<file path="config.mk">
export PLATFORM = sky130hd
export DESIGN_NAME = e2e_frame_protect_check_unit
export DESIGN_NICKNAME = d
export VERILOG_FILES = /design/src/sv/e2e_pkg.sv /design/src/sv/e2e_ctrl.sv /design/src/sv/e2e_dpath.sv /design/src/sv/e2e_frame_protect_check_unit.sv
export SDC_FILE = /design/constraint.sdc
export NUM_CORES = 1
export LEC_CHECK = 0
export BUFFER_PORTS_ARGS = -buffer_cell sky130_fd_sc_hd__buf_2
export CAP_MARGIN = 0
export CELL_PAD_IN_SITES_DETAIL_PLACEMENT = 2
export CELL_PAD_IN_SITES_GLOBAL_PLACEMENT = 2
export CORE_MARGIN = 2
export CORE_UTILIZATION = 34
export CTS_BUF_LIST = sky130_fd_sc_hd__clkbuf_8 sky130_fd_sc_hd__clkbuf_16
export DETAILED_ROUTE_END_ITERATION = 10
export GPL_ROUTABILITY_DRIVEN = 1
export PLACE_DENSITY = 0.72
export RECOVER_POWER = 100
export SYNTH_ARGS = -nofsm -noshare
export SYNTH_HDL_FRONTEND = slang
export SYNTH_SLANG_ARGS = --single-unit
export TNS_END_PERCENT = 100
</file>
<file path="constraint.sdc">
create_clock -name clk -period 5.3 [get_ports clk]
set_clock_uncertainty 0.15 [all_clocks]
set_input_delay 0.53 -clock clk [delete_from_list [all_inputs] [get_ports clk]]
set_output_delay 0.53 -clock clk [all_outputs]
set_load 0.01 [all_outputs]
</file>
<file path="src/sv/e2e_pkg.sv">
package e2e_pkg;

  localparam logic [7:0] CRC_POLY   = 8'h1D;
  localparam logic [7:0] CRC_SEED   = 8'hFF;
  localparam logic [7:0] NIBBLE_LO  = 8'h0F;
  localparam logic [7:0] NIBBLE_HI  = 8'hF0;
  localparam logic [7:0] CRC_TOPBIT = 8'h80;

  localparam logic REQ_PROTECT = 1'b0;
  localparam logic REQ_CHECK   = 1'b1;

  typedef struct packed {
    logic load;
    logic step;
    logic commit;
  } e2e_cmd_t;

  typedef struct packed {
    logic short_frame;
    logic last_step;
  } e2e_stat_t;

  // One byte of the MSB-first CRC-8: eight shift steps on an 8-bit value.
  function automatic logic [7:0] crc8_byte(input logic [7:0] crc_in,
                                           input logic [7:0] data);
    logic [7:0] c;
    c = crc_in ^ data;
    for (int b = 0; b < 8; b++) begin
      if ((c & CRC_TOPBIT) != 8'h00) begin
        c = {c[6:0], 1'b0} ^ CRC_POLY;
      end else begin
        c = {c[6:0], 1'b0};
      end
    end
    return c;
  endfunction

endpackage

</file>
<file path="src/sv/e2e_ctrl.sv">
module e2e_ctrl (
  input  logic                clk,
  input  logic                rst,
  input  logic                req_valid,
  output logic                req_stall,
  output logic                res_valid,
  input  logic                res_stall,
  input  e2e_pkg::e2e_stat_t  stat,
  output e2e_pkg::e2e_cmd_t   cmd
);

  localparam logic [1:0] S_IDLE = 2'd0;
  localparam logic [1:0] S_CALC = 2'd1;
  localparam logic [1:0] S_FIN  = 2'd2;

  logic [1:0] state;
  logic [1:0] state_next;
  logic       out_full;
  logic       out_full_next;
  logic       out_free;

  assign out_free  = !out_full || !res_stall;
  assign req_stall = (state != S_IDLE);
  assign res_valid = out_full;

  always_comb begin
    state_next    = state;
    out_full_next = out_full;
    cmd           = '0;
    if (out_full && !res_stall) begin
      out_full_next = 1'b0;
    end
    unique case (state)
      S_IDLE: begin
        if (req_valid) begin
          cmd.load   = 1'b1;
          state_next = S_CALC;
        end
      end
      S_CALC: begin
        // A short frame skips the CRC loop entirely.
        if (stat.short_frame) begin
          state_next = S_FIN;
        end else begin
          cmd.step = 1'b1;
          if (stat.last_step) begin
            state_next = S_FIN;
          end
        end
      end
      S_FIN: begin
        if (out_free) begin
          cmd.commit    = 1'b1;
          out_full_next = 1'b1;
          state_next    = S_IDLE;
        end
      end
      default: begin
        state_next = S_IDLE;
      end
    endcase
  end

  always_ff @(posedge clk) begin
    if (rst) begin
      state    <= S_IDLE;
      out_full <= 1'b0;
    end else begin
      state    <= state_next;
      out_full <= out_full_next;
    end
  end

endmodule

</file>
<file path="src/sv/e2e_dpath.sv">
module e2e_dpath #(
  parameter int MAX_FRAME_BYTES = 8
) (
  input  logic                clk,
  input  logic                rst,
  input  e2e_pkg::e2e_cmd_t   cmd,
  output e2e_pkg::e2e_stat_t  stat,
  input  logic                req_type,
  input  logic [63:0]         frame_in,
  input  logic [3:0]          frame_length,
  input  logic [7:0]          data_id,
  output logic [63:0]         frame_out,
  output logic                status,
  output logic [7:0]          crc_out,
  output logic [3:0]          alive_value
);

  localparam int IDX_W = (MAX_FRAME_BYTES > 2) ? $clog2(MAX_FRAME_BYTES) : 1;

  logic [3:0]       tx_alive_counter;
  logic [63:0]      frame_work;
  logic [3:0]       len_work;
  logic [7:0]       crc_work;
  logic [3:0]       alive_work;
  logic             req_work;
  logic             short_work;
  logic [IDX_W-1:0] idx;

  logic [3:0]       len_sat;
  logic             len_short;
  logic [7:0]       byte1_prot;
  logic [7:0]       cur_byte;

  assign len_sat    = (frame_length > 4'(MAX_FRAME_BYTES)) ? 4'(MAX_FRAME_BYTES)
                                                           : frame_length;
  assign len_short  = (len_sat < 4'd2);
  assign byte1_prot = (frame_in[15:8] & e2e_pkg::NIBBLE_HI) | {4'h0, tx_alive_counter};
  assign cur_byte   = frame_work[{idx, 3'b000} +: 8];

  assign stat.short_frame = short_work;
  assign stat.last_step   = ((4'(idx) + 4'd1) == len_work);

  always_ff @(posedge clk) begin
    if (rst) begin
      tx_alive_counter <= 4'd0;
    end else if (cmd.load && !len_short && (req_type == e2e_pkg::REQ_PROTECT)) begin
      tx_alive_counter <= tx_alive_counter + 4'd1;
    end
  end

  always_ff @(posedge clk) begin
    if (cmd.load) begin
      req_work   <= req_type;
      len_work   <= len_sat;
      short_work <= len_short;
      crc_work   <= e2e_pkg::CRC_SEED ^ data_id;
      idx        <= IDX_W'(1);
      if (!len_short && (req_type == e2e_pkg::REQ_PROTECT)) begin
        frame_work <= {frame_in[63:16], byte1_prot, frame_in[7:0]};
        alive_work <= tx_alive_counter;
      end else begin
        frame_work <= frame_in;
        alive_work <= frame_in[11:8];
      end
    end else if (cmd.step) begin
      crc_work <= e2e_pkg::crc8_byte(crc_work, cur_byte);
      idx      <= idx + IDX_W'(1);
    end
  end

  // Result registers, loaded once the output slot is free.
  always_ff @(posedge clk) begin
    if (cmd.commit) begin
      if (short_work) begin
        frame_out   <= frame_work;
        status      <= 1'b1;
        crc_out     <= 8'h00;
        alive_value <= 4'h0;
      end else if (req_work == e2e_pkg::REQ_PROTECT) begin
        frame_out   <= {frame_work[63:8], crc_work};
        status      <= 1'b0;
        crc_out     <= crc_work;
        alive_value <= alive_work;
      end else begin
        frame_out   <= frame_work;
        status      <= (frame_work[7:0] != crc_work);
        crc_out     <= crc_work;
        alive_value <= alive_work;
      end
    end
  end

endmodule

</file>
<file path="src/sv/e2e_frame_protect_check_unit.sv">
// End-to-end frame protect and check unit. A request carries a frame of up to
// MAX_FRAME_BYTES bytes, its length, a data ID and a request type. Protect inserts the
// transmit alive counter into the low nibble of byte 1, writes a CRC-8 (poly 0x1D,
// seed 0xFF XOR data ID, no final XOR) over bytes 1 to length-1 into byte 0 and then
// advances the counter; check compares byte 0 against that CRC and reports the
// received alive nibble. A length below 2 returns status 1 with the frame echoed.
// Lengths above MAX_FRAME_BYTES are treated as MAX_FRAME_BYTES. One request is
// handled at a time: the CRC unit folds in one byte per cycle, and the next request
// is accepted the cycle after the result is registered, even while that result still
// waits to be taken.
module e2e_frame_protect_check_unit #(
  parameter int MAX_FRAME_BYTES = 8
) (
  input  logic        clk,
  input  logic        rst,
  input  logic        req_valid,
  output logic        req_stall,
  input  logic        req_type,
  input  logic [63:0] frame_in,
  input  logic [3:0]  frame_length,
  input  logic [7:0]  data_id,
  output logic        res_valid,
  input  logic        res_stall,
  output logic [63:0] frame_out,
  output logic        status,
  output logic [7:0]  crc_out,
  output logic [3:0]  alive_value
);

  e2e_pkg::e2e_cmd_t  cmd;
  e2e_pkg::e2e_stat_t stat;

  e2e_ctrl u_ctrl (
    .clk       (clk),
    .rst       (rst),
    .req_valid (req_valid),
    .req_stall (req_stall),
    .res_valid (res_valid),
    .res_stall (res_stall),
    .stat      (stat),
    .cmd       (cmd)
  );

  e2e_dpath #(
    .MAX_FRAME_BYTES (MAX_FRAME_BYTES)
  ) u_dpath (
    .clk          (clk),
    .rst          (rst),
    .cmd          (cmd),
    .stat         (stat),
    .req_type     (req_type),
    .frame_in     (frame_in),
    .frame_length (frame_length),
    .data_id      (data_id),
    .frame_out    (frame_out),
    .status       (status),
    .crc_out      (crc_out),
    .alive_value  (alive_value)
  );

endmodule

</file>
==> results of run 1 <==
state kept, by name (all words and copies together) (netlist names):
| register | flops |
|---|---|
| u_dpath.frame_out | 64 |
| u_dpath.frame_work | 61 |
| u_dpath.crc_out | 8 |
| u_dpath.crc_work | 8 |
| u_dpath.alive_value | 4 |
| u_dpath.len_work | 4 |
| u_dpath.tx_alive_counter | 4 |
| u_dpath.alive_work | 3 |
| u_dpath.idx | 3 |
| u_ctrl.state | 2 |
| u_ctrl.res_valid | 1 |
| u_dpath.req_work | 1 |
| u_dpath.short_work | 1 |
| u_dpath.status | 1 |
power groups by stage:
stage / clock network, mW / logic, mW / registers (mW)
global route: 1.19 / 1.02 / 1.77
floorplan: 0 / 0.764 / 1.73
global placement: 0 / 0.915 / 1.77
CTS: 1.14 / 0.967 / 1.75
detailed placement: 0 / 0.960 / 1.78
finish: 1.11 / 0.924 / 1.75
final cells by class:
type / instances / area, µm²
Multi-Input combinational cell: 150 / 1470
Antenna cell: 2 / 5.00
Sequential cell: 165 / 4860
Clock buffer: 17 / 425
Clock inverter: 14 / 95.1
Inverter: 5 / 20.0
Tap cell: 234 / 293
Fill cell: 1850 / 10800
Timing Repair Buffer: 162 / 707
Yosys cell counts:
master / n
sky130_fd_sc_hd__xnor2_1: 21
sky130_fd_sc_hd__dfxtp_1: 10
sky130_fd_sc_hd__edfxtp_1: 155
sky130_fd_sc_hd__mux4_2: 11
sky130_fd_sc_hd__nor3_1: 3
sky130_fd_sc_hd__o21ai_0: 2
sky130_fd_sc_hd__buf_12: 1
sky130_fd_sc_hd__mux2_2: 13
sky130_fd_sc_hd__nand2b_1: 2
sky130_fd_sc_hd__xor3_2: 1
sky130_fd_sc_hd__a22o_1: 3
sky130_fd_sc_hd__a22oi_1: 1
sky130_fd_sc_hd__o311ai_0: 1
sky130_fd_sc_hd__inv_1: 5
sky130_fd_sc_hd__buf_2: 1
sky130_fd_sc_hd__xor2_4: 1
sky130_fd_sc_hd__nor2b_1: 15
sky130_fd_sc_hd__buf_6: 2
sky130_fd_sc_hd__buf_4: 2
sky130_fd_sc_hd__clkbuf_1: 4
sky130_fd_sc_hd__xnor2_2: 2
sky130_fd_sc_hd__a211oi_1: 1
sky130_fd_sc_hd__mux2i_1: 31
sky130_fd_sc_hd__nor2_1: 9
sky130_fd_sc_hd__nand2_1: 5
sky130_fd_sc_hd__xor2_1: 11
sky130_fd_sc_hd__or2_2: 2
sky130_fd_sc_hd__nand3b_1: 2
sky130_fd_sc_hd__nand4_1: 3
sky130_fd_sc_hd__mux2i_4: 1
sky130_fd_sc_hd__xnor3_1: 2
sky130_fd_sc_hd__ha_1: 2
sky130_fd_sc_hd__a31oi_1: 1
sky130_fd_sc_hd__a21oi_1: 4
cell families after synthesis:
kind of cell | Yosys count | share of synthesized area (%)
flops | 165 | 75.6
xor+xnor | 38 | 6.39
mux | 56 | 11.3
buf+inv | 15 | 1.50
compound gates | 13 | 1.35
simple gates | 41 | 3.43
fa+ha+maj | 2 | 0.390
metrics by stage:
stage	total power, mW	utilization, %	instances
2_1_floorplan	2.49	-	330
3_3_place_gp	2.69	40.1	716
3_5_place_dp	2.74	40.1	716
4_1_cts	3.87	42.8	747
5_1_grt	3.99	42.2	747
6_report	3.79	42.2	749
worst paths after layout:
path | endpoint | cells past startpoint
hold reg to reg | u_dpath.frame_out[37]$_DFFE_PP_ | 0
setup / recovery | u_dpath.frame_work[3]$_DFFE_PP_ | 4
setup reg to reg | u_dpath.frame_work[3]$_DFFE_PP_ | 4
hold / removal | u_dpath.frame_work[59]$_DFFE_PP_ | 1
layer usage:
metal,global-route usage (%),vias up
li1,-,1613
met1,19.3,1756
met2,29.0,106
met3,5.47,22
met4,5.37,4
met5,0,-
==> results.md, run 1 <==
Global route:
- The total overflow left after global routing is 0.
- The global-route wire length before repair is 23800 µm.
- The overall fraction of global-route tracks in use is 16.6%.
- The number of antenna violations at the first check in global routing is 4.
- The via count of the first global-routing pass is 3891.
- Entering global routing, the biggest net connects 78 pins.

Placed design:
- In this run the cell area measured after placement is 0.00747 mm².
- The HPWL reported at the end of detailed placement is 11300 µm.
- The post-place setup slack is 1810 ps.
- The count of buffers from port buffering is 159.
- The final RePlAce weighted congestion is 0.724.

Critical path:
- The worst setup path is of the register to register kind.
- The startpoint identified for the worst register-to-register timing path is u_ctrl.state[0]$_SDFFE_PP0P_.
- The cell family with the largest share of critical-path delay is buffers and inverters.
- STA classifies the critical path endpoint as a register.
- The launch point of the worst path is u_ctrl.state[0]$_SDFFE_PP0P_.
- The critical path goes through nor2_1, nand2_1, clkinvlp_2, buf_4.
- The slack of the worst reg-to-reg path is 1440 ps.
- STA puts the critical path data required time at 5270 ps.
- The arrival time of the worst setup path is 3830 ps.
- For this design, the slowest cell found on the critical path is sky130_fd_sc_hd__clkinvlp_2.
- The maximum fanout along the worst path is 37.
- STA classifies the critical path startpoint as a register.
- The critical path contains buffers and inverters numbering 2 combined.
- For this run, the slowest stage of the critical path takes 1500 ps.

Routing:
- For this run, design rule violations remaining after detail routing come to 0.
- The met2 wire length is 8230 µm.
- After detailed routing, the total wire length is 15900 µm.
- Summed over all nets, wire length on met3 after detailed routing comes to 950 µm.
- For this block, wires on met1 add up to 6490 µm.
- The routed length per placed instance is 21.3 µm.
- The length of the first detailed-routing pass in iterations is 4.
- In this run the remaining antenna-violating nets after routing total 0.
- Routed signal wires occupy layers up through met5.
- After detailed routing, the number of vias per cell comes to 4.67.
- The total via count after detailed routing is 3501.
- The detailed router finished its first iteration with 155 violations.

Timing:
- The final worst-path setup slack is 1440 ps.
- The tightest hold margin is 125 ps.
- The worst slew slack as a fraction of its limit is -39.5%.
- The final max-slew violation count came to 116.
- At the pin with the least slew margin, the transition time is 2090 ps.
- For the final routed database, the setup TNS stands at 0 ps.
- Setup repair after global routing left no endpoint under its margin.
- The worst path needs 3860 ps of the cycle, external delays included.
- The final count of hold timing violations is 0.
- The final clock period utilization by the worst path is 72.8%.
- The peak clock frequency supported by timing is 259 MHz.
- Setup violations remaining at the end of the flow were counted as 0.

Final layout:
- In the final design database the tool counted 584 nets.
- The library cells used most frequently in the layout, excluding fill and tap cells, are sky130_fd_sc_hd__edfxtp_1 (155), sky130_fd_sc_hd__clkbuf_1 (85), sky130_fd_sc_hd__buf_2 (75).
- The most common cell after layout, fill and taps aside is sky130_fd_sc_hd__edfxtp_1.
- In the final layout, the share of cells above drive strength 1 is 25.5%.
- The finished cells cover 0.00787 mm².
- The area growth from synthesis to layout is 22.6%.

Run status:
- The final reports fail on capacitance limit, slew limit.
- The flow ran to the end, but the final reports show violations.

Floorplanning:
- In this run the vertical extent of the chip is 141 µm.
- The width of the chip is 141 µm.
- Once the floorplan was initialized, standard cells occupied 34.4% of the core.
- The number of rows in the core area is 50.
- The die covers 0.0200 mm².
- The total core area is 0.0186 mm².
- Pin placement for this block handled 160 I/O pins.

Synth:
- The netlist uses 34 different library cells.
- Synthesis handed over a netlist of 330 instances.
- The average cell area after synthesis is 19.5 µm².
- For this run, the number of Yosys warnings is 0.
- By area the synthesized netlist is led by sky130_fd_sc_hd__edfxtp_1 (73%), sky130_fd_sc_hd__mux2i_1 (4.8%), sky130_fd_sc_hd__mux4_2 (3.9%), sky130_fd_sc_hd__dfxtp_1 (3.1%), sky130_fd_sc_hd__xnor2_1 (2.9%).
- The library cell occupying the most area in the post-synthesis netlist is sky130_fd_sc_hd__edfxtp_1.
- Counting every net in the synthesized netlist gives 413.
- The post-synthesis instance area is 0.00642 mm².
- Counting flops and latches in the post-synthesis netlist gives 165.
- Summed over its instances, the top area cell type makes up 72.5% of the synthesized netlist area.
- The sequential cell area fraction in the yosys report is 75.6%.

Clocking:
- The hold buffer count at CTS is 0.
- The clock tree synthesis step divided the H-tree into 4 levels.
- CTS saw 165 sinks.
- Clock tree synthesis selected as its root buffer the cell sky130_fd_sc_hd__clkbuf_16.
- The clock passes through at most 2 buffers.
- The insertion delay of the later-clocked pin in the worst-skew pair is 420 ps.
- The number of setup buffers added after CTS is 0.
- The TritonCTS clock tree is yes.
- Clock-pin slew was measured on the worst setup and hold paths at 60 ps.
- The quantity of gates resized following cts is 0.
- In this run, CTS created clock tree buffers numbering 17.

Power and ir drop:
- The fraction of power consumed by the clock network is 29.4%.
- The net switching power is 1.04 mW.
- The static power due to leakage is 2.79 nW.
- The cell area power density is 482 mW/mm².
- The worst-case IR drop observed on VDD is 0.294 mV.
- The share of power burned in combinational logic is 24.4%.
- Registers are responsible for 46.3% of the overall power.
- In this run switching power makes up 27.5% of total power.
- Cell internal power was estimated by the tool at 2.75 mW.

Job:
- Max-cap violations in this run came to 2.

Hold path:
- The hold path startpoint is frame_in[59].
- The min-delay analysis places its worst path in the category primary input to register.
Note: power is estimated with default switching activity, not from simulation.
==> run 2: changes to the inputs <==
--- a/config.mk
+++ b/config.mk
@@ -5,12 +5,13 @@
 export SDC_FILE = /design/constraint.sdc
 export NUM_CORES = 1
 export LEC_CHECK = 0
+export ABC_AREA = 1
 export BUFFER_PORTS_ARGS = -buffer_cell sky130_fd_sc_hd__buf_2
 export CAP_MARGIN = 0
 export CELL_PAD_IN_SITES_DETAIL_PLACEMENT = 2
 export CELL_PAD_IN_SITES_GLOBAL_PLACEMENT = 2
 export CORE_MARGIN = 2
-export CORE_UTILIZATION = 34
+export CORE_UTILIZATION = 31
 export CTS_BUF_LIST = sky130_fd_sc_hd__clkbuf_8 sky130_fd_sc_hd__clkbuf_16
 export DETAILED_ROUTE_END_ITERATION = 10
 export GPL_ROUTABILITY_DRIVEN = 1
==> constraint.sdc (replaced) <==
create_clock -name clk -period 3.3 [get_ports clk]
set_clock_uncertainty 0.15 [all_clocks]
set_input_delay 0.33 -clock clk [delete_from_list [all_inputs] [get_ports clk]]
set_output_delay 0.33 -clock clk [all_outputs]
set_load 0.01 [all_outputs]
==> results.md, run 2 <==
Timing:
- The peak clock frequency supported by timing is 343 MHz.
- After layout, the minimum clock period comes to 2920 ps.
- The final worst-path setup slack is 380 ps.
- The transition time at the pin with the least slew margin is 1800 ps.
- The final count of hold timing violations is 0.
- The final max-slew violation count came to 31.
- Setup repair after global routing left no endpoint under its margin.
- The final setup violation count is 0.
- Setup total negative slack on the finished layout was measured at 0 ps.
- The final critical path takes up 88.5% of the cycle.
- Headroom to the max-slew limit came out at -20.0%.

Final layout:
- In the layout the commonest cells are sky130_fd_sc_hd__edfxtp_1 (155), sky130_fd_sc_hd__nand2_1 (153), sky130_fd_sc_hd__clkbuf_1 (100).
- The fill cell instance count of the final layout is 2342.
- Once layout is done, the placed cells without fillers occupy 0.00903 mm².
- The utilization after layout is 41.4%.
- The most common cell after layout, fill and taps aside is sky130_fd_sc_hd__edfxtp_1.
- The largest registers in the layout are u_dpath.frame_out x64, u_dpath.frame_work x61.
- The share of cells above drive strength 1 is 15.2%.
- The register with the most flip-flops in the final layout is u_dpath.frame_out.
- The repair_antennas step left the layout with diodes totalling 0.
- The final net count is 912.
- The area occupied by multi-input gates is 0.00165 mm².
- The number of flip-flops in the largest register is 64.
- Compared with the post-synthesis result, the final layout area differs by 30.9%.
- Registers take 0.00486 mm².

Synth:
- Counting instances in the post-synthesis netlist gives the leading cell types as sky130_fd_sc_hd__edfxtp_1 (155), sky130_fd_sc_hd__nand2_1 (151), sky130_fd_sc_hd__nand3_1 (71), sky130_fd_sc_hd__inv_1 (58), sky130_fd_sc_hd__nor2_1 (49).
- Summing the areas of all compound-gate instances in the mapped netlist gives 2.79% of the synthesized area.
- The synthesized flop and latch total is 165.
- After synthesis, the share of flip-flops with an asynchronous set or reset is 0%.
- The portion of synthesized cell area occupied by the leading cell type is 67.5%.
- For this run, the number of Yosys warnings is 0.
- The dominant combinational cell family by area after synthesis is simple AND/OR/NAND/NOR gates.
- In the post-synthesis netlist, the biggest area contributors are sky130_fd_sc_hd__edfxtp_1 (67%), sky130_fd_sc_hd__nand2_1 (8.2%), sky130_fd_sc_hd__nand3_1 (5.2%), sky130_fd_sc_hd__inv_1 (3.2%), sky130_fd_sc_hd__dfxtp_1 (2.9%).
- In this run, synthesis inferred 155 flip-flops with an integrated enable.
- The multiplexer area fraction after synthesis is 0.163%.
- The post-synthesis instance area is 0.00690 mm².
- The top flip-flop cell by instance count after synthesis is sky130_fd_sc_hd__edfxtp_1.
- Summed over all instances, the cell type with the most area after synthesis is sky130_fd_sc_hd__edfxtp_1.
- The synthesized netlist net count is 681.
- The most used standard cell by instance count after synthesis is sky130_fd_sc_hd__edfxtp_1.
- The post-synthesis adder-cell area fraction is 0.363%.
- Synthesis produced a netlist whose cell count is 598.
- After Yosys synthesis, and, or, nand and nor cells account for 19.5% of the synthesized area.
- Yosys mapped the design onto 34 distinct sky130hd cell types.
- The post-synthesis share of cell area spent on xor and xnor gates is 1.27%.
- The sequential cell area fraction in the yosys report is 70.4%.
- The average cell area after synthesis is 11.5 µm².

Global route:
- The global-route wire length before repair is 33900 µm.
- Entering global routing, the biggest net connects 71 pins.
- The number of antenna violations at the first check in global routing is 0.
- The global route total overflow is 0.
- The overall fraction of global-route tracks in use is 19.0%.
- The via count of the first global-routing pass is 5889.

Routing:
- The detail route stage leaves a number of antenna-violating nets equal to 0.
- The final routed DRC violation total is 0.
- The length of the first detailed-routing pass in iterations is 5.
- The wire length after detailed routing is 21900 µm.
- The number of DRC markers after the initial detailed-route iteration is 219.
- The total via count after detailed routing is 5283.
- The mean number of vias per cell is 4.71.
- The routed length per placed instance is 19.5 µm.

Critical path:
- The setup path with the least slack is of type register to register.
- The worst setup path is launched from a register.
- The worst register-to-register path begins at u_ctrl.state[1]$_SDFFE_PP0P_.
- Data on the critical path is required at its endpoint by 3170 ps.
- STA classifies the critical path endpoint as a register.
- The slowest stage of the critical path is the sky130_fd_sc_hd__clkbuf_1 cell.
- The signal on the critical path passes through nor2_1, nand2_1, clkbuf_2, clkinv_2, clkbuf_1.
- The destination of the worst register-to-register timing path is u_dpath.frame_work[7]$_DFFE_PP_.
- The worst register-to-register path has a setup slack of 380 ps.
- In this run the worst path has a maximum fanout of 30.
- The delay contributed by the slowest stage of the critical path is 1290 ps.
- Data arrives at the worst endpoint at 2790 ps.
- The logic depth of the worst register-to-register path is 5.

Power and ir drop:
- Sequential cells account for 42.4% of the total power.
- The maximum vdd drop is 0.360 mV.
- The static power due to leakage is 3.58 nW.
- The analysis attributes to net switching a power of 2.30 mW.
- The switching part of the total is 35.8%.
- The share of power burned in combinational logic is 27.0%.
- The fraction of power consumed by the clock network is 30.6%.
- The internal cell power is 4.12 mW.
- In this run the power density over the cells is 712 mW/mm².

Clocking:
- The cell at the root of the clock tree is sky130_fd_sc_hd__clkbuf_16.
- The clock-pin slew of the registers on the worst-case setup and hold paths is 80 ps.
- The clock passes through at most 2 buffers.
- Post-CTS repair changed the size of 0 cells.
- The TritonCTS clock tree is yes.
- The clock reaches the later pin of the worst-skew pair after 430 ps.
- The TritonCTS buffer count is 17.
- CTS saw 165 sinks.
- In this run the number of H-tree levels came out at 4.

Run status:
- The final reports fail on capacitance limit, slew limit.
- The flow ran to the end, but the final reports show violations.

Placed design:
- The count of buffers from port buffering is 159.
- The congestion estimate from routability-driven global placement came to 0.783.
- The placed instance area is 0.00799 mm².
- Summed over all nets, the half-perimeter wirelength after detailed placement is 15500 µm.
- OpenSTA, run right after detailed placement, puts the worst setup slack at 533 ps.

Job:
- Across the run, the number of max-cap violations was 1.

Hold path:
- The hold path startpoint is rst.
- The worst hold path was traced through 2 stages.
- The path with the worst hold slack has its endpoint at u_ctrl.state[1]$_SDFFE_PP0P_.
- The path type of the worst min-delay path is primary input to register.

Floorplanning:
- The width of the chip is 153 µm.
- The vertical extent of the die is 153 µm.
- The starting density of the core is 31.6%.
- The total core area is 0.0218 mm².
- The top-level I/O count is 160.
- The die covers 0.0235 mm².
- The number of rows in the core area is 54.
-- run 2: cell count changes after synthesis, sizes merged, moves of 4 or more --
cell,previous run,this run
mux4,11,0
xnor2,23,2
mux2i,32,0
nand2,5,164
nor2,9,49
inv,5,64
nand3,0,77
xor2,12,8
o21ai,2,21
buf,6,14
nor4,0,6
mux2,13,1
nor2b,15,0
-- run 2: how the worst max path moves through the flow --
stage                                            start                                   end
after floorplan           u_ctrl.state[0]$_SDFFE_PP0P_  u_dpath.alive_value[0]$_SDFFCE_PP0P_
after global placement     u_dpath.idx[0]$_SDFFE_PP1P_         u_dpath.crc_work[3]$_DFFE_PP_
after detailed placement   u_dpath.idx[0]$_SDFFE_PP1P_         u_dpath.crc_work[3]$_DFFE_PP_
after CTS                  u_dpath.idx[0]$_SDFFE_PP1P_         u_dpath.crc_work[3]$_DFFE_PP_
after global routing      u_ctrl.state[1]$_SDFFE_PP0P_       u_dpath.frame_work[6]$_DFFE_PP_
final                     u_ctrl.state[1]$_SDFFE_PP0P_       u_dpath.frame_work[7]$_DFFE_PP_
-- run 2: power by group through the flow --
stage	logic [mW]	registers (mW)	clock network [mW]
after global routing	2.01	2.75	2.08
after CTS	1.81	2.73	2.01
after global placement	1.67	2.76	0
final	1.73	2.73	1.97
after detailed placement	1.74	2.77	0
after floorplan	1.20	2.70	0
-- run 2: repair_timing --
item                                   in CTS  in global routing
buffers inserted                            0                  0
hold buffers                               62                  0
endpoints found under the hold margin      62                  0
-- run 2: cells by family after synthesis --
| kind of cell | Yosys count |
|---|---|
| and+or+nand+nor | 305 |
| DFF | 165 |
| buffers and inverters | 81 |
| AOI/OAI and AO/OA | 34 |
| xor gates and xnor gates | 10 |
| adders and majority gates | 2 |
| muxes | 1 |
-- run 2: final cells by class --
class,count,share of cell area [%]
Clock inverter,15,1.80
Multi-Input combinational cell,352,18.3
Timing Repair Buffer,229,14.8
Inverter,64,2.70
Sequential cell,165,53.8
Clock buffer,17,4.71
Tap cell,280,3.88
-- run 2: layer usage --
| layer | track usage, % | part of all wire, % | routed length (µm) | vias up |
|---|---|---|---|---|
| li1 | - | - | - | 2499 |
| met1 | 23.6 | 43 | 9470 | 2640 |
| met2 | 34.2 | 52 | 11500 | 127 |
| met3 | 3.46 | 3.2 | 706 | 17 |
| met4 | 4.45 | 1.0 | 228 | 0 |
| met5 | 0 | 0 | 0 | - |
-- run 2: critical path, delay by kind of cell, from the launching register on --
kind	cells	cell delay, ps
flip-flops	1	340
buffers and inverters	3	1750
AND/OR/NAND/NOR	2	230
-- run 2: per-stage QoR --
step | cells | power (mW) | hold slack, ps
floorplan | 598 | 3.89 | 249
global placement | 1028 | 4.43 | 285
detailed placement | 1028 | 4.51 | 287
CTS | 1122 | 6.54 | 0.884
global route | 1122 | 6.85 | 11.7
finish | 1122 | 6.43 | 18.4
